## config.mk

```make
export PLATFORM = sky130hd
export DESIGN_NAME = binary_to_decimal_ascii
export DESIGN_NICKNAME = d
export VERILOG_FILES = /design/src/hdl/b2d_pkg.sv /design/src/hdl/b2d_front.sv /design/src/hdl/b2d_queue.sv /design/src/hdl/b2d_back.sv /design/src/hdl/binary_to_decimal_ascii.sv
export SDC_FILE = /design/constraint.sdc
export NUM_CORES = 1
export LEC_CHECK = 0
export BUFFER_PORTS_ARGS = -buffer_cell sky130_fd_sc_hd__buf_2
export CAP_MARGIN = 20
export CORE_UTILIZATION = 40
export CTS_CLUSTER_DIAMETER = 30
export DETAILED_ROUTE_END_ITERATION = 8
export GPL_TIMING_DRIVEN = 1
export PLACE_DENSITY = 0.54
export SLEW_MARGIN = 0
export SYNTH_ARGS = -nofsm -noshare
export SYNTH_HDL_FRONTEND = slang
export SYNTH_HIERARCHICAL = 1
export SYNTH_SLANG_ARGS = --single-unit
export TNS_END_PERCENT = 1
```

## constraint.sdc

```tcl
create_clock -name i_clk -period 9.6 [get_ports i_clk]
set_clock_uncertainty 0.15 [all_clocks]
set_input_delay 1.92 -clock i_clk [delete_from_list [all_inputs] [get_ports i_clk]]
set_output_delay 1.92 -clock i_clk [all_outputs]
set_load 0.01 [all_outputs]
```

## src/hdl/b2d_pkg.sv

```systemverilog
// ----------------------------------------------------------------------------
// b2d_pkg
// Shared types and constants of the binary to decimal ASCII converter.
// ----------------------------------------------------------------------------
package b2d_pkg;

    localparam int VALUE_W   = 31;
    localparam int IN_DATA_W = 32;
    localparam int CHAR_W    = 6;
    localparam int OUT_DATA_W = 8;
    localparam int DIGIT_W   = 4;

    localparam logic [CHAR_W-1:0] ASCII_ZERO = 6'd48;
    localparam logic [31:0]       RECIP_TEN  = 32'hCCCC_CCCD;
    localparam int                RECIP_SHIFT = 35;

    localparam int FIFO_DEPTH = 2;
    localparam int FIFO_AW    = $clog2(FIFO_DEPTH);

    typedef struct packed {
        logic               is_zero;
        logic [VALUE_W-1:0] value;
    } t_item;

endpackage

```

## src/hdl/b2d_front.sv

```systemverilog
// ----------------------------------------------------------------------------
// b2d_front
// Input stage: accepts items, marks the value zero, and hands them on.
// ----------------------------------------------------------------------------
module b2d_front (
    input  logic                          i_clk,
    input  logic                          i_rst_n,
    input  logic                          i_s_tvalid,
    output logic                          o_s_tready,
    input  logic [b2d_pkg::IN_DATA_W-1:0] i_s_tdata,
    output logic                          o_valid,
    input  logic                          i_ready,
    output b2d_pkg::t_item                o_item
);
    import b2d_pkg::*;

    logic  r_valid;
    t_item r_item;
    logic  w_take;

    assign o_s_tready = !r_valid || i_ready;
    assign w_take     = i_s_tvalid && o_s_tready;

    always_ff @(posedge i_clk) begin
        if (!i_rst_n) begin
            r_valid <= 1'b0;
        end else if (w_take) begin
            r_valid <= 1'b1;
        end else if (i_ready) begin
            r_valid <= 1'b0;
        end
    end

    always_ff @(posedge i_clk) begin
        if (w_take) begin
            r_item.value   <= i_s_tdata[VALUE_W-1:0];
            r_item.is_zero <= (i_s_tdata[VALUE_W-1:0] == '0);
        end
    end

    assign o_valid = r_valid;
    assign o_item  = r_item;

endmodule

```

## src/hdl/b2d_queue.sv

```systemverilog
// ----------------------------------------------------------------------------
// b2d_queue
// Short first-in first-out queue between the input stage and the converter.
// ----------------------------------------------------------------------------
module b2d_queue (
    input  logic           i_clk,
    input  logic           i_rst_n,
    input  logic           i_valid,
    output logic           o_ready,
    input  b2d_pkg::t_item i_item,
    output logic           o_valid,
    input  logic           i_ready,
    output b2d_pkg::t_item o_item
);
    import b2d_pkg::*;

    t_item                r_mem [FIFO_DEPTH];
    logic [FIFO_AW-1:0]   r_wr_ptr;
    logic [FIFO_AW-1:0]   r_rd_ptr;
    logic [FIFO_AW:0]     r_count;
    logic                 w_push;
    logic                 w_pop;

    assign o_ready = (r_count != FIFO_AW'(0) + (FIFO_AW+1)'(FIFO_DEPTH));
    assign o_valid = (r_count != '0);
    assign w_push  = i_valid && o_ready;
    assign w_pop   = o_valid && i_ready;
    assign o_item  = r_mem[r_rd_ptr];

    always_ff @(posedge i_clk) begin
        if (!i_rst_n) begin
            r_wr_ptr <= '0;
            r_rd_ptr <= '0;
            r_count  <= '0;
        end else begin
            if (w_push) begin
                r_wr_ptr <= r_wr_ptr + FIFO_AW'(1);
            end
            if (w_pop) begin
                r_rd_ptr <= r_rd_ptr + FIFO_AW'(1);
            end
            if (w_push && !w_pop) begin
                r_count <= r_count + (FIFO_AW+1)'(1);
            end else if (w_pop && !w_push) begin
                r_count <= r_count - (FIFO_AW+1)'(1);
            end
        end
    end

    always_ff @(posedge i_clk) begin
        if (w_push) begin
            r_mem[r_wr_ptr] <= i_item;
        end
    end

endmodule

```

## src/hdl/b2d_back.sv

```systemverilog
// ----------------------------------------------------------------------------
// b2d_back
// Converter: divides by ten one digit at a time into a digit store, then
// sends the digits most significant first as ASCII codes.
// ----------------------------------------------------------------------------
module b2d_back #(
    parameter int MAX_DIGITS = 10
) (
    input  logic                           i_clk,
    input  logic                           i_rst_n,
    input  logic                           i_valid,
    output logic                           o_ready,
    input  b2d_pkg::t_item                 i_item,
    output logic                           o_m_tvalid,
    input  logic                           i_m_tready,
    output logic [b2d_pkg::OUT_DATA_W-1:0] o_m_tdata,
    output logic                           o_m_tlast
);
    import b2d_pkg::*;

    localparam int CNT_W = $clog2(MAX_DIGITS + 1);
    localparam int IDX_W = (MAX_DIGITS > 1) ? $clog2(MAX_DIGITS) : 1;

    localparam logic [1:0] S_IDLE = 2'd0;
    localparam logic [1:0] S_MUL  = 2'd1;
    localparam logic [1:0] S_DIG  = 2'd2;
    localparam logic [1:0] S_EMIT = 2'd3;

    logic [1:0]         r_state;
    logic [VALUE_W-1:0] r_rest;
    logic [63:0]        r_prod;
    logic [CNT_W-1:0]   r_cnt;
    logic [IDX_W-1:0]   r_pos;
    logic [DIGIT_W-1:0] r_store [MAX_DIGITS];

    logic [VALUE_W-1:0] w_quot;
    logic [VALUE_W-1:0] w_times_ten;
    logic [DIGIT_W-1:0] w_rem;
    logic [CNT_W-1:0]   w_cnt_inc;
    logic               w_out_take;

    assign w_quot      = VALUE_W'(r_prod >> RECIP_SHIFT);
    assign w_times_ten = (w_quot << 3) + (w_quot << 1);
    assign w_rem       = DIGIT_W'(r_rest - w_times_ten);
    assign w_cnt_inc   = r_cnt + CNT_W'(1);
    assign w_out_take  = o_m_tvalid && i_m_tready;

    assign o_ready    = (r_state == S_IDLE);
    assign o_m_tvalid = (r_state == S_EMIT);
    assign o_m_tdata  = OUT_DATA_W'(ASCII_ZERO + CHAR_W'(r_store[r_pos]));
    assign o_m_tlast  = (r_pos == '0);

    always_ff @(posedge i_clk) begin
        if (!i_rst_n) begin
            r_state <= S_IDLE;
            r_cnt   <= '0;
        end else begin
            case (r_state)
                S_IDLE: begin
                    if (i_valid) begin
                        r_cnt <= '0;
                        if (i_item.is_zero) begin
                            r_state <= S_EMIT;
                        end else begin
                            r_state <= S_MUL;
                        end
                    end
                end
                S_MUL: begin
                    r_state <= S_DIG;
                end
                S_DIG: begin
                    r_cnt <= w_cnt_inc;
                    if (w_quot == '0 || w_cnt_inc == CNT_W'(MAX_DIGITS)) begin
                        r_state <= S_EMIT;
                    end else begin
                        r_state <= S_MUL;
                    end
                end
                S_EMIT: begin
                    if (w_out_take && r_pos == '0) begin
                        r_state <= S_IDLE;
                    end
                end
                default: begin
                    r_state <= S_IDLE;
                end
            endcase
        end
    end

    always_ff @(posedge i_clk) begin
        if (r_state == S_IDLE && i_valid) begin
            r_rest <= i_item.value;
            r_pos  <= '0;
            if (i_item.is_zero) begin
                r_store[0] <= '0;
            end
        end
        if (r_state == S_MUL) begin
            r_prod <= {{(32 - VALUE_W){1'b0}}, r_rest} * RECIP_TEN;
        end
        if (r_state == S_DIG) begin
            r_store[r_cnt[IDX_W-1:0]] <= w_rem;
            r_rest <= w_quot;
            r_pos  <= r_cnt[IDX_W-1:0];
        end
        if (r_state == S_EMIT && w_out_take && r_pos != '0) begin
            r_pos <= r_pos - IDX_W'(1);
        end
    end

endmodule

```

## src/hdl/binary_to_decimal_ascii.sv

```systemverilog
// ----------------------------------------------------------------------------
// binary_to_decimal_ascii
// Converts a non-negative binary integer to its decimal ASCII digits.
//
// The slave channel takes one item per integer: bits 30:0 of i_s_tdata hold
// the value. The master channel sends one item per decimal digit, most
// significant first: o_m_tdata bits 5:0 carry the ASCII code '0' to '9' and
// o_m_tlast marks the least significant, final digit. Zero gives one '0'.
// An input stage and a two-entry queue take items while the converter works.
// The converter takes an item in its idle state, then for each digit multiplies
// by the reciprocal of ten and then forms the remainder, and sends one digit
// per cycle when the receiver is ready. It takes no new item until the last
// digit is sent. Zero skips the division.
// Only the MAX_DIGITS least significant digits are kept.
// Reset clears the input stage, the queue and the converter state.
// When the receiver stalls, the current digit holds and new items back up
// into the queue and then the input stage.
// ----------------------------------------------------------------------------
module binary_to_decimal_ascii #(
    parameter int MAX_DIGITS = 10
) (
    input  logic                           i_clk,
    input  logic                           i_rst_n,
    input  logic                           i_s_tvalid,
    output logic                           o_s_tready,
    input  logic [b2d_pkg::IN_DATA_W-1:0]  i_s_tdata,   // value[30:0], pad[31]
    output logic                           o_m_tvalid,
    input  logic                           i_m_tready,
    output logic [b2d_pkg::OUT_DATA_W-1:0] o_m_tdata,   // digit_char[5:0], pad[7:6]
    output logic                           o_m_tlast
);
    import b2d_pkg::*;

    logic  w_fr_valid;
    logic  w_fr_ready;
    t_item w_fr_item;
    logic  w_q_valid;
    logic  w_q_ready;
    t_item w_q_item;

    b2d_front u_front (
        .i_clk      (i_clk),
        .i_rst_n    (i_rst_n),
        .i_s_tvalid (i_s_tvalid),
        .o_s_tready (o_s_tready),
        .i_s_tdata  (i_s_tdata),
        .o_valid    (w_fr_valid),
        .i_ready    (w_fr_ready),
        .o_item     (w_fr_item)
    );

    b2d_queue u_queue (
        .i_clk   (i_clk),
        .i_rst_n (i_rst_n),
        .i_valid (w_fr_valid),
        .o_ready (w_fr_ready),
        .i_item  (w_fr_item),
        .o_valid (w_q_valid),
        .i_ready (w_q_ready),
        .o_item  (w_q_item)
    );

    b2d_back #(
        .MAX_DIGITS (MAX_DIGITS)
    ) u_back (
        .i_clk      (i_clk),
        .i_rst_n    (i_rst_n),
        .i_valid    (w_q_valid),
        .o_ready    (w_q_ready),
        .i_item     (w_q_item),
        .o_m_tvalid (o_m_tvalid),
        .i_m_tready (i_m_tready),
        .o_m_tdata  (o_m_tdata),
        .o_m_tlast  (o_m_tlast)
    );

endmodule

```

==> metrics.yaml <==
ys_async_sr_fraction_pct: 0
slew_headroom_pct: 29.6
min_period_over_period_pct: 85.8
ys_seq_elements: 215
synth_edf_count: 197
finalCriticalPeriod_ps: 8240
gr-total-overflow: 0
clkSinkCount: 215
num_rows: 81
critPathTopFamily: "adder cells"
nets: 2384
worstSetupPathType: "reg -> reg"
place.gp.congestion: 0.877
critPathLaunchType: "flip-flop"
crit_arrival_ps: 8340
synth_area_leaders: "edfxtp_1, fa_1, ha_1"
area_growth_pct: 11.8
start_util_pct: 40.9
clock.fmax_ghz: 0.121
post-place-ws_ps: 1520
cts_tree: "done"
finalHoldViolCount: 0
coreArea_um2: 49400
cts_buffers: 43
critPathMaxFanout: 6
synth_area_um2: 20200
ant_nets: 0
wl_um: 46500
insertion_delay_ps: 530
hpwlAfterDp_um: 39300
setup_tns_ps: 0
synth-main-ff-cell: "edfxtp_1"
required_ps: 9700
yosys_warnings: 6
antenna_cells: 0
synth_top_area_share_pct: 29.3
post_cts_buffers: 0
vias: 12463
drc_errors: 0
layout_commonest_cell: "inv_1"
grt_use_total_pct: 19.1
yosysSeqAreaShare_pct: 31.1
via_per_inst: 4.97
antenna_found_initial: 1
syn_avg_cell_area_um2: 11.5
die_h_um: 227
finalSetupViolations: 0
postSynthCellCount: 1751
max-clock-path-buffers: 3
portBuffers: 41
layout.cells.non_filler: 2508
h-tree-depth: 2
worst-path-buf-inv: 3
ctsResizeCount: 0
wl_per_cell_um: 18.6
drive_above_1_share_pct: 10.2
max_stage_delay_ps: 810
hold_class: "reg -> reg"
rsz0062_at_grt: "no"
ctsRootBufferMaster: "clkbuf_16"
die_x_um: 227
worst_pin_slew_ps: 1050
status: "complete, no violations"
crit_chain: "ha_1 -> fa_1 -> fa_1 -> fa_1 -> inv_1 -> o21ai_0 -> fa_1 -> fa_1 -> inv_1 -> fa_1 -> inv_1 -> ha_1 -> a21o_1 -> a21o_1 -> a21oi_1 -> o2111ai_1 -> a21oi_1 -> o41a_1 -> o21ba_1 -> nand2_1 -> xor2_1"
end_kind: "flip-flop"
yosys.area.top_type: "edfxtp_1"
mostFrequentLayoutCells: "inv_1, ha_1, fa_1"
first_pass_iters: 5
first_global_vias: 13433
dp_cells: 2428
cap_viol_max_count: 0
drtIter0Drc: 587
cpMostUsedCell: "fa_1"
synth_cell_types: 76
slew_violations: 0
slowest_stage: "fa_1"
fin_ws_ps: 1360
dieArea_um2: 51400
grt_start_max_net_pins: 35
ios: 47
clk_pin_slew_ps: 50
cts_hold_buffers: 0
grt_first_pass_wirelength_um: 74400
==> state kept, by name (all words and copies together) (netlist names), named ones only <==
name / cells
u_back/r_pos: 4
u_back/r_rest: 31
u_front/o_item: 32
u_back/r_cnt: 4
u_queue/r_mem: 64
u_front/o_valid: 1
u_back/r_state: 2
u_back/r_store: 40
u_queue/r_wr_ptr: 1
u_back/r_prod: 28
u_queue/r_rd_ptr: 1
u_queue/r_count: 2
==> logic make-up (layout without fill, tap and decap cells) <==
group | after synthesis | count (layout) | share of synthesized area, %
mux | 44 | 44 | 2.88
other cells | 2 | 4 | 0.0372
xor+xnor | 65 | 65 | 2.82
flops | 215 | 215 | 31.1
buf+inv | 372 | 463 | 7.05
compound gates | 214 | 214 | 7.03
simple gates | 301 | 301 | 7.26
fa+ha+maj | 538 | 538 | 41.9
==> cell type report <==
class	instances	area, um^2
clock buffer	51	1160
fill	4593	26800
sequential	215	6280
tap	664	831
timing repair buffer	51	282
inverter	333	1250
clock inverter	28	264
multi-input combinational	1166	12500
==> routing by layer <==
metal	track usage (%)	vias up	routed length [um]
met3	2.64	49	1600
met1	27.0	6161	22300
met4	4.77	0	843
met5	0	-	0
li1	-	6053	-
met2	30.7	200	21800
==> final timing paths <==
| path | startpoint | end | slack [ps] | cells after the start |
|---|---|---|---|---|
| worst min register to register | u_front/o_item[21] | u_queue/r_mem[1][21] | 290 | 0 |
| worst min-delay path | u_front/o_item[21] | u_queue/r_mem[1][21] | 290 | 0 |
| worst max register to register | u_back/r_rest[7] | u_back/r_prod[58] | 1360 | 21 |
| worst max-delay path | u_back/r_rest[7] | u_back/r_prod[58] | 1360 | 21 |
==> through the flow <==
step                      utilization [%]  instance area (um^2)  hold slack, ps
after global placement               42.8                 21100             273
after floorplan                         -                 20200             271
after global routing                 45.7                 22600             300
after detailed placement             42.8                 21100             280
final                                45.7                 22600             286
after CTS                            45.7                 22600             290
==> synth_stat cells, drive strengths merged (4+ instances only) <==
master and instances:
a211oi 9, a21boi 9, a21o 31, a21oi 70, a31oi 8, and2 11
and3 11, buf 11, clkbuf 28, dfxtp 18, edfxtp 197, fa 229
ha 309, inv 333, mux2 32, mux2i 4, mux4 8, nand2 136
nand2b 5, nand3 19, nand4 18, nor2 36, nor2b 12, nor3 15
nor4 20, o211ai 5, o21a 6, o21ai 42, o21bai 8, or2 4
xnor2 41, xor2 24
Power is not shown: default switching activity piles up to over one toggle a cycle in this logic, so the estimate is an artifact.
